### src/rtl/nscl_pkg.sv
// shared types and constants of the nearest seed color lookup
package nscl_pkg;

    localparam int MAX_SEEDS  = 256;
    localparam int COORD_BITS = 16;

    // coordinates are taken within the 16-bit field and modulo 2^COORD_BITS
    localparam int FIELD_W = 16;
    localparam int CW      = (COORD_BITS < FIELD_W) ? COORD_BITS : FIELD_W;
    localparam int SQ_W    = 2 * CW;
    localparam int DIST_W  = SQ_W + 1;
    localparam int IDX_W   = (MAX_SEEDS > 1) ? $clog2(MAX_SEEDS) : 1;
    localparam int CNT_W   = $clog2(MAX_SEEDS + 1);

    typedef logic [CW-1:0]     coord_t;
    typedef logic [SQ_W-1:0]   sq_t;
    typedef logic [DIST_W-1:0] dist_t;
    typedef logic [IDX_W-1:0]  idx_t;
    typedef logic [CNT_W-1:0]  cnt_t;
    typedef logic [23:0]       color_t;

    typedef enum logic [1:0] {
        OP_CLEAR = 2'd0,
        OP_LOAD  = 2'd1,
        OP_QUERY = 2'd2
    } op_e;

    typedef struct packed {
        logic [1:0]  op;
        logic [15:0] pos_x;
        logic [15:0] pos_y;
        logic [7:0]  seed_red;
        logic [7:0]  seed_green;
        logic [7:0]  seed_blue;
    } req_t;

    typedef struct packed {
        logic        found;
        logic [7:0]  out_red;
        logic [7:0]  out_green;
        logic [7:0]  out_blue;
        logic [7:0]  nearest_index;
        logic [32:0] nearest_distance_sq;
        logic        overflow;
    } rsp_t;

    // token that walks down the cell chain: a load or a query
    typedef struct packed {
        logic   vld;
        logic   is_query;
        idx_t   slot;
        cnt_t   cnt;
        coord_t px;
        coord_t py;
        color_t color;
        logic   ovf;
        logic   have;
        dist_t  best_d;
        idx_t   best_i;
        color_t best_c;
    } tok_t;

endpackage

### src/rtl/nscl_cell.sv
// one seed cell: holds a seed, squares the distances, keeps the running best
module nscl_cell import nscl_pkg::*; (
    input  logic clk,
    input  logic rst_n,
    input  logic adv,
    input  idx_t cell_index,
    input  tok_t tok_in,
    output tok_t tok_out
);

    coord_t seed_x_reg, seed_y_reg;
    color_t seed_c_reg;

    // first stage: squares of the differences
    logic   a_vld_reg;
    tok_t   a_tok_reg;
    sq_t    a_sqx_reg, a_sqy_reg, a_sqx_next, a_sqy_next;
    color_t a_col_reg;
    logic   a_hit_reg, a_hit_next;
    coord_t dx, dy;

    // second stage: sum, compare, update
    logic   b_vld_reg;
    tok_t   b_tok_reg, b_tok_next;
    dist_t  d;

    always_comb
    begin
        dx = (tok_in.px >= seed_x_reg) ? (tok_in.px - seed_x_reg)
                                        : (seed_x_reg - tok_in.px);
        dy = (tok_in.py >= seed_y_reg) ? (tok_in.py - seed_y_reg)
                                        : (seed_y_reg - tok_in.py);
        a_sqx_next = sq_t'(dx) * sq_t'(dx);
        a_sqy_next = sq_t'(dy) * sq_t'(dy);
        a_hit_next = tok_in.vld && tok_in.is_query && (cnt_t'(cell_index) < tok_in.cnt);
    end

    always_ff @(posedge clk)
    begin
        if (adv)
        begin
            if (tok_in.vld && !tok_in.is_query && tok_in.slot == cell_index)
            begin
                seed_x_reg <= tok_in.px;
                seed_y_reg <= tok_in.py;
                seed_c_reg <= tok_in.color;
            end
            a_tok_reg <= tok_in;
            a_sqx_reg <= a_sqx_next;
            a_sqy_reg <= a_sqy_next;
            a_col_reg <= seed_c_reg;
            a_hit_reg <= a_hit_next;
            b_tok_reg <= b_tok_next;
        end
    end

    always_comb
    begin
        d          = dist_t'(a_sqx_reg) + dist_t'(a_sqy_reg);
        b_tok_next = a_tok_reg;
        // strict less keeps the earliest loaded seed on a tie
        if (a_hit_reg && (!a_tok_reg.have || d < a_tok_reg.best_d))
        begin
            b_tok_next.have   = 1'b1;
            b_tok_next.best_d = d;
            b_tok_next.best_i = cell_index;
            b_tok_next.best_c = a_col_reg;
        end
    end

    always_ff @(posedge clk or negedge rst_n)
    begin
        if (!rst_n)
        begin
            a_vld_reg <= 1'b0;
            b_vld_reg <= 1'b0;
        end
        else if (adv)
        begin
            a_vld_reg <= tok_in.vld;
            b_vld_reg <= a_vld_reg;
        end
    end

    always_comb
    begin
        tok_out     = b_tok_reg;
        tok_out.vld = b_vld_reg;
    end

endmodule

### config.mk
export PLATFORM = sky130hd
export DESIGN_NAME = nscl_cell
export DESIGN_NICKNAME = d
export VERILOG_FILES = /design/src/rtl/nscl_pkg.sv /design/src/rtl/nscl_cell.sv
export SDC_FILE = /design/constraint.sdc
export NUM_CORES = 1
export LEC_CHECK = 0
export BUFFER_PORTS_ARGS = -buffer_cell sky130_fd_sc_hd__buf_4
export CAP_MARGIN = 20
export CELL_PAD_IN_SITES_DETAIL_PLACEMENT = 1
export CELL_PAD_IN_SITES_GLOBAL_PLACEMENT = 1
export CORE_MARGIN = 2
export CORE_UTILIZATION = 50
export DETAILED_ROUTE_END_ITERATION = 8
export GPL_ROUTABILITY_DRIVEN = 0
export PLACE_DENSITY = 0.81
export SYNTH_ARGS = -nofsm -noshare
export SYNTH_HDL_FRONTEND = slang
export SYNTH_SLANG_ARGS = --single-unit
### constraint.sdc
create_clock -name clk -period 16.4 [get_ports clk]
set_clock_uncertainty 0.15 [all_clocks]
set_input_delay 3.28 -clock clk [delete_from_list [all_inputs] [get_ports clk]]
set_output_delay 3.28 -clock clk [all_outputs]
set_load 0.02 [all_outputs]
==> results.toml <==
[floorplan]
fp.dieH_um = 263
die_w_um = 263
fp-row-count = 94
core-area_um2 = 66100
die_area_um2 = 69200
initial_core_util = 0.508
boundaryPins = 295

[grt]
grt_max_degree = 166
grt.total_usage = 0.259
grt_overflow = 0
grt_antenna_before_repair = 2
grt_pass1_wl_um = 141000
grt_pass1_vias = 25958

[layout]
seq_area_um2 = 12800
fin_area_um2 = 38300
multi_input_area_um2 = 18200
nNetsFinal = 4054
drive_gt1_frac = 0.153
synthToLayoutAreaGrowth_pct = 14.3
num-fill-cells = 6956

[sta]
rsz0062_at_grt = "no"
tightest_slew_ns = 1.07
setup_viol = 0
min_period_ns = 12.53
tns_ns = 0
slew_violations = 0
fmax_mhz = 79.8
slew_headroom = 0.279
hold_viol = 0
min_period_over_period = 0.764

[synthesis]
yosys_warnings = 0
yosysTopAreaCellShare = 0.380
yosysTopAreaCell = "edfxtp_1"
ys_seq_area_frac = 0.382
syn_avg_cell_area_um2 = 11.4
synthesis.nets = 3752
synth.cell_area_um2 = 33500
synth-seq-cells = 427
syn_inst = 2939
ys.flop_type = "edfxtp_1"
ys_top_cells_by_area = "edfxtp_1 (38%), fa_1 (20%), ha_1 (12%)"
ys_types = 96
async_reset_ff_frac = 0.00468
synth-edff-count = 425

[drt]
wl_per_cell_um = 21.2
dr.pass1.iters = 5
via_count = 22927
vias_per_cell = 5.53
drt_iter0_drc = 1297
route.detailed.drc = 0
routed_wl_um = 88000
antenna_left = 0

[clocking]
cts_buffer_depth = 3
cts_resized = 0
cts-htree-levels = 2
clkSinkCount = 427
ctsRootBufferMaster = "clkbuf_16"
ctsHoldBuffers = 0
clkLatencyLatePin_ns = 0.63
cts_tree = "yes"
cts_setup_buffers = 0
clk_pin_slew_ns = 0.07
numCtsBuffers = 49

[critical_path]
regToRegStartpoint = "seed_x_reg[0]$_DFFE_PP_"
critical_path.startpoint = "tok_in[107]"
crit_fanout = 17
crit_slowest_cell = "xnor2_1"
endpoint_kind = "register"
slowest_delay_ns = 0.78
rrSetupSlack_ns = 6.25
cp_common_cell = "inv_1"
worstPathArrival_ns = 12.77
r2r_end = "a_sqx_reg[30]$_DFFE_PP_"
worstSetupPathType = "in -> reg"
critical_path.endpoint = "a_sqx_reg[30]$_DFFE_PP_"
reg2regPathDepth = 29
start_kind = "input pin"
cp.required_ns = 16.65

[min_path]
worstHoldPathType = "reg -> reg"
hold-path-cell-count = 0

[place]
portBuffers = 294
placed_area_um2 = 36700
hpwl_um = 69100

[job]
max_cap_violations = 0

[run_status]
outcome = "complete, no violations"
==> routing by layer <==
| layer | wire length, um | up-vias | global-route usage |
|---|---|---|---|
| met2 | 45200 | 607 | 0.464 |
| met5 | 0 | - | 0 |
| met4 | 2570 | 0 | 0.0823 |
| li1 | - | 10420 | - |
| met3 | 4440 | 155 | 0.0376 |
| met1 | 35800 | 11745 | 0.321 |
==> cells in the final DEF (no fill, tap or decap), types with 16 or more instances in the layout <==
cell type and n:
nor2_1 195, a211oi_1 16, o21bai_1 25, a21oi_1 131, clkbuf_16 49, ha_1 328, inv_1 570, o21ai_0 75
nand2b_1 20, nand3_1 27, a21o_1 62, nor3_1 31, xor2_1 30, fa_1 332, mux2_2 51, o21a_1 21
buf_4 316, edfxtp_1 425, xnor2_1 79, nand2_1 202
==> critical path, delay by kind of cell <==
kind                     cells  cell delay (ns)
AND/OR/NAND/NOR              4             1.19
buffers and inverters        8             0.96
AO/OA/AOI/OAI               10             2.63
adder cells (fa/ha/maj)      8             3.91
XOR/XNOR                     1             0.78
==> cells by family after synthesis <==
| group | after synthesis | share of synthesized area |
|---|---|---|
| flops | 427 | 0.382 |
| compound gates | 444 | 0.0887 |
| simple gates | 574 | 0.0772 |
| mux | 59 | 0.0197 |
| fa+ha+maj | 660 | 0.320 |
| xor+xnor | 123 | 0.0362 |
| buf+inv | 652 | 0.0759 |
==> worst min path at each step <==
stage,slack [ns],start,to
3_5_place_dp,0.26,a_tok_reg[88]$_DFFE_PP_,tok_out[88]$_DFFE_PP_
2_1_floorplan,0.25,seed_c_reg[0]$_DFFE_PP_,a_col_reg[0]$_DFFE_PP_
5_1_grt,0.27,seed_c_reg[3]$_DFFE_PP_,a_col_reg[3]$_DFFE_PP_
6_report,0.26,seed_c_reg[19]$_DFFE_PP_,a_col_reg[19]$_DFFE_PP_
4_1_cts,0.26,seed_c_reg[19]$_DFFE_PP_,a_col_reg[19]$_DFFE_PP_
3_3_place_gp,0.25,a_tok_reg[78]$_DFFE_PP_,tok_out[78]$_DFFE_PP_
==> through the flow <==
step                       util  setup slack, ns  hold slack, ns  instances
after floorplan               -             5.21           0.250       2939
after global placement    0.555             3.61           0.251       4054
after detailed placement  0.555             3.36           0.255       4054
after CTS                 0.580             3.97           0.263       4143
after global routing      0.580             3.33           0.270       4144
final                     0.580             3.87           0.261       4145
==> area by class of cell <==
cell class | instances | share of cell area
Inverter | 585 | 0.0573
Multi-Input combinational cell | 1860 | 0.475
Clock inverter | 34 | 0.00989
Tap cell | 864 | 0.0282
Sequential cell | 427 | 0.334
Antenna cell | 2 | 0.000131
Clock buffer | 55 | 0.0326
Timing Repair Buffer | 318 | 0.0628
==> cells in the mapped netlist (31+ instances only) <==
| cell type | count |
|---|---|
| ha_1 | 328 |
| xnor2_1 | 79 |
| a21o_1 | 62 |
| mux2_2 | 51 |
| o21ai_0 | 75 |
| nor2_1 | 195 |
| nand2_1 | 202 |
| inv_1 | 570 |
| a21oi_1 | 131 |
| xor2_1 | 31 |
| edfxtp_1 | 425 |
| fa_1 | 332 |
| nor3_1 | 31 |
Power is left out: the tool's default activity adds up to more than one toggle a clock period on the data nets, which glitch-free logic cannot reach.
