### config.mk
export PLATFORM = sky130hd
export DESIGN_NAME = nscl_head
export DESIGN_NICKNAME = d
export VERILOG_FILES = /design/src/rtl/nscl_pkg.sv /design/src/rtl/nscl_head.sv
export SDC_FILE = /design/constraint.sdc
export NUM_CORES = 1
export LEC_CHECK = 0
export ABC_CLOCK_PERIOD_IN_PS = 4350
export BUFFER_PORTS_ARGS = -buffer_cell sky130_fd_sc_hd__buf_2
export CAP_MARGIN = 40
export CORE_MARGIN = 2
export CORE_UTILIZATION = 46
export CTS_CLUSTER_DIAMETER = 50
export CTS_CLUSTER_SIZE = 14
export DETAILED_ROUTE_END_ITERATION = 8
export PLACE_DENSITY_LB_ADDON = 0.1
export SLEW_MARGIN = 20
export SYNTH_ARGS = -nofsm -noshare
export SYNTH_HDL_FRONTEND = slang
export SYNTH_SLANG_ARGS = --single-unit
### constraint.sdc
create_clock -name clk -period 4.35 [get_ports clk]
set_input_delay 0.87 -clock clk [delete_from_list [all_inputs] [get_ports clk]]
set_output_delay 0.87 -clock clk [all_outputs]
set_load 0.005 [all_outputs]
### src/rtl/nscl_pkg.sv
// shared types and constants of the nearest seed color lookup
package nscl_pkg;

    localparam int MAX_SEEDS  = 256;
    localparam int COORD_BITS = 16;

    // coordinates are taken within the 16-bit field and modulo 2^COORD_BITS
    localparam int FIELD_W = 16;
    localparam int CW      = (COORD_BITS < FIELD_W) ? COORD_BITS : FIELD_W;
    localparam int SQ_W    = 2 * CW;
    localparam int DIST_W  = SQ_W + 1;
    localparam int IDX_W   = (MAX_SEEDS > 1) ? $clog2(MAX_SEEDS) : 1;
    localparam int CNT_W   = $clog2(MAX_SEEDS + 1);

    typedef logic [CW-1:0]     coord_t;
    typedef logic [SQ_W-1:0]   sq_t;
    typedef logic [DIST_W-1:0] dist_t;
    typedef logic [IDX_W-1:0]  idx_t;
    typedef logic [CNT_W-1:0]  cnt_t;
    typedef logic [23:0]       color_t;

    typedef enum logic [1:0] {
        OP_CLEAR = 2'd0,
        OP_LOAD  = 2'd1,
        OP_QUERY = 2'd2
    } op_e;

    typedef struct packed {
        logic [1:0]  op;
        logic [15:0] pos_x;
        logic [15:0] pos_y;
        logic [7:0]  seed_red;
        logic [7:0]  seed_green;
        logic [7:0]  seed_blue;
    } req_t;

    typedef struct packed {
        logic        found;
        logic [7:0]  out_red;
        logic [7:0]  out_green;
        logic [7:0]  out_blue;
        logic [7:0]  nearest_index;
        logic [32:0] nearest_distance_sq;
        logic        overflow;
    } rsp_t;

    // token that walks down the cell chain: a load or a query
    typedef struct packed {
        logic   vld;
        logic   is_query;
        idx_t   slot;
        cnt_t   cnt;
        coord_t px;
        coord_t py;
        color_t color;
        logic   ovf;
        logic   have;
        dist_t  best_d;
        idx_t   best_i;
        color_t best_c;
    } tok_t;

endpackage

### src/rtl/nscl_head.sv
// input stage: seed count, overflow flag and token launch
module nscl_head import nscl_pkg::*; (
    input  logic clk,
    input  logic rst_n,
    input  logic adv,
    input  logic req_valid,
    input  req_t req,
    output tok_t tok
);

    cnt_t count_reg, count_next;
    logic ovf_reg, ovf_next;
    logic tok_vld_reg, tok_vld_next;
    tok_t tok_reg, tok_next;
    logic acc;

    assign acc = req_valid && adv;

    always_comb
    begin
        count_next   = count_reg;
        ovf_next     = ovf_reg;
        tok_vld_next = 1'b0;
        tok_next          = '0;
        tok_next.px       = req.pos_x[CW-1:0];
        tok_next.py       = req.pos_y[CW-1:0];
        tok_next.color    = {req.seed_red, req.seed_green, req.seed_blue};
        tok_next.slot     = idx_t'(count_reg);
        tok_next.cnt      = count_reg;
        tok_next.ovf      = ovf_reg;
        if (acc)
        begin
            case (req.op)
                OP_CLEAR:
                begin
                    count_next = '0;
                    ovf_next   = 1'b0;
                end
                OP_LOAD:
                begin
                    if (count_reg < cnt_t'(MAX_SEEDS))
                    begin
                        tok_vld_next = 1'b1;
                        count_next   = count_reg + cnt_t'(1);
                    end
                    else
                    begin
                        ovf_next = 1'b1;
                    end
                end
                OP_QUERY:
                begin
                    tok_vld_next      = 1'b1;
                    tok_next.is_query = 1'b1;
                end
                default:
                begin
                    tok_vld_next = 1'b0;
                end
            endcase
        end
        tok_next.vld = tok_vld_next;
    end

    always_ff @(posedge clk or negedge rst_n)
    begin
        if (!rst_n)
        begin
            count_reg   <= '0;
            ovf_reg     <= 1'b0;
            tok_vld_reg <= 1'b0;
        end
        else
        begin
            count_reg <= count_next;
            ovf_reg   <= ovf_next;
            if (adv)
            begin
                tok_vld_reg <= tok_vld_next;
            end
        end
    end

    always_ff @(posedge clk)
    begin
        if (adv)
        begin
            tok_reg <= tok_next;
        end
    end

    always_comb
    begin
        tok     = tok_reg;
        tok.vld = tok_vld_reg;
    end

`ifndef SYNTHESIS
    a_count_bound: assert property (@(posedge clk) disable iff (!rst_n)
        count_reg <= cnt_t'(MAX_SEEDS))
        else $error("seed count beyond table size");

    a_full_load_sets_ovf: assert property (@(posedge clk) disable iff (!rst_n)
        (acc && req.op == OP_LOAD && count_reg == cnt_t'(MAX_SEEDS)) |=> ovf_reg)
        else $error("dropped load did not set overflow");

    a_clear_empties: assert property (@(posedge clk) disable iff (!rst_n)
        (acc && req.op == OP_CLEAR) |=> (count_reg == '0 && !ovf_reg))
        else $error("clear did not empty the table");
`endif

endmodule

==> results.cfg, run 1 <==
[layout]
n_antenna_cell = 0
largest_register_ffs = 67
final_cells = 447
syn2layout_area_growth_pct = 21.4
layout-drive-gt1-share = 0.439
nets = 412

[yosys]
syn_avg_cell_area_um2 = 15.5
netlist_area_mm2 = 0.00323
syn_inst = 209
yosysWarnings = 0
ys_ff_latch = 78
ys_seq_area_frac = 0.707
synth.distinct_cells = 30

[power_and_ir_drop]
power.leakage_uw = 0.00182
peakVddDrop_v = 0.000158
power_density_mw_per_mm2 = 415
power_uw = 1630

[sta]
worst_slew_pin_slew_ns = 0.624
rsz0062_at_grt = no
relSlewSlack = 0.584
period_share = 0.495
tns_ns = 0
slew_violations = 0
finalCriticalPeriod_ns = 2.15
fmax_mhz = 464
setup_viol = 0
timing.hold.ws_ns = 0.392
finClkSkew_ns = 0.00746
finalHoldViolCount = 0

[critical_path]
cpMostUsedCell = nor2_1
cp-end-kind = flip-flop
cp_slowest_stage_delay_ns = 0.49
critical_path_arrival_ns = 2.36
r2r_setup_slack_ns = 2.80
crit_chain = buf_2, and2_1, nand2_1, nor2_1, nor2_1
start_kind = input port
slowest_stage = buf_2
crit_fanout = 30
critical_path_class = input port to flip-flop
cp.required_ns = 4.55

[clocking]
cts_resized = 0
cts_tree = done
root_buffer = clkbuf_8
max-clock-path-buffers = 2
path_clk_slew_ns = 0.08
htree_levels = 3
cts_inserted_buffers = 9
clock_sinks = 78
clk_latency_ns = 0.34
cts_setup_buffers = 0
hold_buffers = 0

[die]
die_w_um = 87.9
core-area_mm2 = 0.00679
initial_utilization = 0.476
rows = 30
die_area_mm2 = 0.00772
num_io_pins = 204
die_h_um = 87.9

[drt]
wl_met1_mm = 2.47
viasPerCell = 4.14
top_layer = met4
dr.first_iter.drc_count = 89
drcViolationCount = 0
ant_nets = 0
wl_met3_um = 559
firstDrtPassIters = 4
wl_per_cell_um = 13.4
routed_wl_mm = 6.00
vias = 1850
dr_wl_met2_mm = 2.90

[placement]
place_congestion = 0.795
port_buffers = 137
hpwl_mm = 4.53
placed_cells = 431

[flow_run]
cap_viol_max_count = 0

[global_routing]
antenna_found_initial = 0
grt_max_degree = 45
grt_pass1_wl_mm = 7.92
grt_use_total = 0.144
grt_overflow = 0
grt_pass1_vias = 1493

[hold_path]
hp-class = input port to asynchronous set/reset pin

[outcome]
status = finished clean
-- per-layer routing --
metal / vias to the layer above / track usage
met5: - / 0
met3: 6 / 0.0481
li1: 873 / -
met1: 867 / 0.193
met2: 104 / 0.212
met4: 0 / 0.0671
-- report_power, final --
group          switching (uW)  leakage (uW)  total, uW  internal [uW]
Combinational            78.7      0.000902        145           66.2
Sequential               29.4      0.000812        909            880
Clock                     255      0.000104        577            322
-- cell families (layout without fill, tap and decap cells) --
group	count (synthesis)	count (layout)	share of synthesized area
AOI/OAI and AO/OA	16	16	0.0402
xor gates and xnor gates	5	5	0.0135
adders and majority gates	4	4	0.0155
buffers and inverters	80	157	0.182
DFF	78	78	0.707
other	1	66	0.00116
and+or+nand+nor	25	25	0.0402
-- cell usage in the layout, fill, tap and decap left out --
cell type / n
edfxtp_1: 67
and3_1: 2
nand2_1: 3
and4_1: 1
clkinv_1: 1
o2111ai_1: 1
o22a_1: 1
clkbuf_8: 9
or3_1: 1
buf_4: 1
clkbuf_1: 1
or2b_1: 1
clkinv_2: 1
a21oi_1: 2
xor2_1: 3
dfrtp_1: 11
ha_1: 4
nor2_1: 8
xnor2_1: 2
inv_6: 1
o211ai_1: 3
clkinvlp_4: 1
bufinv_16: 2
conb_1: 66
a32o_1: 1
nand2b_1: 1
and2_1: 1
nand3_1: 4
buf_2: 137
a211oi_1: 2
inv_1: 3
o21ai_0: 4
nand4_1: 1
o2111ai_4: 1
and2b_1: 2
a21oi_2: 1
-- layout make-up --
cell class,instances,area [um^2]
inverter,3,11.3
timing repair buffer,138,693
fill,560,2870
clock inverter,6,85.1
clock buffer,10,128
tap,96,120
multi-input combinational,116,602
sequential,78,2290
-- cell usage after synthesis (all sizes together) --
cell type	n	area [um^2]
a21oi	3	18.8
a211oi	2	15.0
conb	1	3.75
buf	76	574
or2b	1	7.51
or3	1	6.26
nand2	3	11.3
nand3	4	20.0
and3	2	12.5
and2b	2	15.0
clkbuf	1	3.75
xnor2	2	17.5
nand4	1	6.26
nor2	8	30.0
dfrtp	11	275
o22a	1	8.76
edfxtp	67	2010
xor2	3	26.3
ha	4	50.1
o211ai	3	22.5
and2	1	6.26
and4	1	8.76
o2111ai	2	35.0
a32o	1	10.0
nand2b	1	6.26
o21ai	4	20.0
inv	3	11.3
-- stage by stage --
stage	utilization	cell area [um^2]	setup slack, ns
floorplan	-	3480	2.24
global placement	0.547	3710	1.86
detailed placement	0.547	3710	1.84
CTS	0.578	3930	2.21
global route	0.578	3930	2.04
finish	0.578	3930	2.20
-- path summary, 6_finish.rpt --
check | start | end | cells past startpoint
max | adv | count_reg[5]$_DFFE_PN0P_ | 5
min | rst_n | count_reg[8]$_DFFE_PN0P_ | 1
max reg2reg | count_reg[8]$_DFFE_PN0P_ | count_reg[7]$_DFFE_PN0P_ | 4
min reg2reg | ovf_reg$_DFFE_PN0P_ | tok[66]$_DFFE_PP_ | 0
max in group asynchronous | rst_n | count_reg[7]$_DFFE_PN0P_ | 1
min in group clk | ovf_reg$_DFFE_PN0P_ | tok[66]$_DFFE_PP_ | 0
-- critical path: cells and delay by family --
kind | cells | cell delay (ns)
and+or+nand+nor | 4 | 0.98
buffers and inverters | 1 | 0.49
Power figures use the tool's default switching activity.
==> inputs of run 2 (changes only) <==
--- a/config.mk
+++ b/config.mk
@@ -5,11 +5,12 @@
 export SDC_FILE = /design/constraint.sdc
 export NUM_CORES = 1
 export LEC_CHECK = 0
-export ABC_CLOCK_PERIOD_IN_PS = 4350
+export ABC_AREA = 1
+export ABC_CLOCK_PERIOD_IN_PS = 2200
 export BUFFER_PORTS_ARGS = -buffer_cell sky130_fd_sc_hd__buf_2
 export CAP_MARGIN = 40
 export CORE_MARGIN = 2
-export CORE_UTILIZATION = 46
+export CORE_UTILIZATION = 43
 export CTS_CLUSTER_DIAMETER = 50
 export CTS_CLUSTER_SIZE = 14
 export DETAILED_ROUTE_END_ITERATION = 8
==> constraint.sdc (replaced) <==
create_clock -name clk -period 2.2 [get_ports clk]
set_input_delay 0.44 -clock clk [delete_from_list [all_inputs] [get_ports clk]]
set_output_delay 0.44 -clock clk [all_outputs]
set_load 0.005 [all_outputs]
==> results.cfg, run 2 <==
[flow_run]
cap_viol_max_count = 0

[clocking]
cts_resized = 0
clock_sinks = 78
root_buffer = clkbuf_8
cts_inserted_buffers = 9
cts_setup_buffers = 0
hold_buffers = 1
max-clock-path-buffers = 2
cts_tree = done
htree_levels = 3
clk_latency_ns = 0.33
path_clk_slew_ns = 0.08

[sta]
slew_violations = 0
fmax_mhz = 686
fin_ws_ns = 0.743
setup_viol = 0
period_share = 0.662
tns_ns = 0
timing.hold.ws_ns = 0.273
finalCriticalPeriod_ns = 1.46
finalHoldViolCount = 0
rsz0062_at_grt = no
worst_slew_pin_slew_ns = 0.626
relSlewSlack = 0.582
finClkSkew_ns = 0.00248

[hold_path]
hp-start = req[40]
hp-class = input port to flip-flop
hold_end = tok[107]$_DFFE_PP_
min_path_cells = 1

[yosys]
syn_avg_cell_area_um2 = 14.2
yosysTopAreaCell = edfxtp_1
syn_inst = 230
synth.distinct_cells = 22
yosysWarnings = 0
ys_ff_latch = 78
yosys_most_used_dff = edfxtp_1
synthArstFlopShare = 0.141
synth_edf_count = 67
netlist_area_mm2 = 0.00327
synth_top_area_frac = 0.616
synth_common_cells = buf_4 (75), edfxtp_1 (67), nand2_1 (15), inv_1 (14), dfrtp_1 (11)
ys_seq_area_frac = 0.700
ys_top_cells_by_area = edfxtp_1 (62%), buf_4 (17%), dfrtp_1 (8.4%)
synth_most_common_cell = buf_4

[power_and_ir_drop]
clkPwrFrac = 0.323
power_density_mw_per_mm2 = 768
cellInternalPower_uw = 2370
p_seq_frac = 0.583
peakVddDrop_v = 0.000294
p_switching_uw = 662
power.leakage_uw = 0.00191
swShare = 0.218
power_uw = 3040
combPwrFrac = 0.094

[global_routing]
antenna_found_initial = 0
grt_pass1_wl_mm = 9.09
grt_overflow = 0
grt_pass1_vias = 1774
grt_use_total = 0.146
grt_max_degree = 53

[critical_path]
r2r_setup_slack_ns = 0.78
slowest_stage = nor2_2
critPathTopFamily = simple AND/OR/NAND/NOR gates
reg2reg_to = count_reg[7]$_DFFE_PN0P_
crit_chain = buf_2, inv_1, ha_1, nand2_2, o21ai_1, nor2_2, nand3_1, nand2_1, nor2_1
start_kind = input port
worstReg2RegStart = count_reg[8]$_DFFE_PN0P_
crit_fanout = 11
critical_path_arrival_ns = 1.68
critical_path_class = input port to flip-flop
reg2reg_depth = 6
critPathLaunch = req[57]
cp_slowest_stage_delay_ns = 0.44
cp-end-kind = flip-flop
cp.required_ns = 2.42
crit_buf_inv = 2

[outcome]
status = finished clean

[placement]
port_buffers = 137
hpwl_mm = 4.74
pre_cts_ws_ns = 0.402
place_congestion = 0.777
placed_cells = 457

[die]
rows = 31
die_w_um = 91.2
initial_utilization = 0.448
die_h_um = 91.2
num_io_pins = 204
die_area_mm2 = 0.00831
core-area_mm2 = 0.00729

[layout]
regArea_mm2 = 0.00229
final_cells = 473
multi_input_area_um2 = 594
final_cell_mix = buf_2 (137), edfxtp_1 (67), conb_1 (66)
final_common_cell = buf_2
n_antenna_cell = 0
fillers = 665
largest_register_ffs = 67
layout-drive-gt1-share = 0.441
syn2layout_area_growth_pct = 20.9
nets = 436

[drt]
routed_wl_mm = 6.21
ant_nets = 0
dr.first_iter.drc_count = 47
vias = 1896
wl_per_cell_um = 13.1
drcViolationCount = 0
viasPerCell = 4.01
firstDrtPassIters = 4
## run 2: how the worst max path moves through the flow
stage / endpoint / cells after the start
floorplan: count_reg[3]$_DFFE_PN0P_ / 9
global placement: count_reg[7]$_DFFE_PN0P_ / 9
detailed placement: count_reg[7]$_DFFE_PN0P_ / 9
CTS: count_reg[7]$_DFFE_PN0P_ / 9
global route: count_reg[7]$_DFFE_PN0P_ / 9
finish: count_reg[7]$_DFFE_PN0P_ / 9
## run 2: layout make-up
class                           count  area share
Inverter                           15      0.0142
Timing Repair Buffer              140       0.180
Multi-Input combinational cell    126       0.150
Sequential cell                    78       0.579
Tap cell                           99      0.0313
Clock inverter                      4      0.0123
Clock buffer                       11      0.0332
## run 2: power groups by stage
stage | sequential (uW) | clock (uW) | combinational [uW]
floorplan | 1810 | 0 | 170
global placement | 1800 | 0 | 282
detailed placement | 1810 | 0 | 285
CTS | 1770 | 1020 | 287
global route | 1780 | 1080 | 319
finish | 1770 | 980 | 284
## run 2: per-stage QoR
step	util	instance area [um^2]
CTS	0.542	3950
detailed placement	0.516	3760
global route	0.542	3950
floorplan	-	3510
finish	0.542	3950
global placement	0.516	3760
## run 2: per-layer routing
metal,track usage,vias to the layer above,share of wire
met4,0.0720,0,0.023
met2,0.233,112,0.48
met1,0.180,854,0.41
met3,0.0432,13,0.086
met5,0,-,0
li1,-,917,-
## run 2: logic make-up after synthesis
group | synth area share
flops | 0.700
compound gates | 0.0214
xor+xnor | 0.00268
fa+ha+maj | 0.0153
buf+inv | 0.193
other cells | 0.00115
simple gates | 0.0666
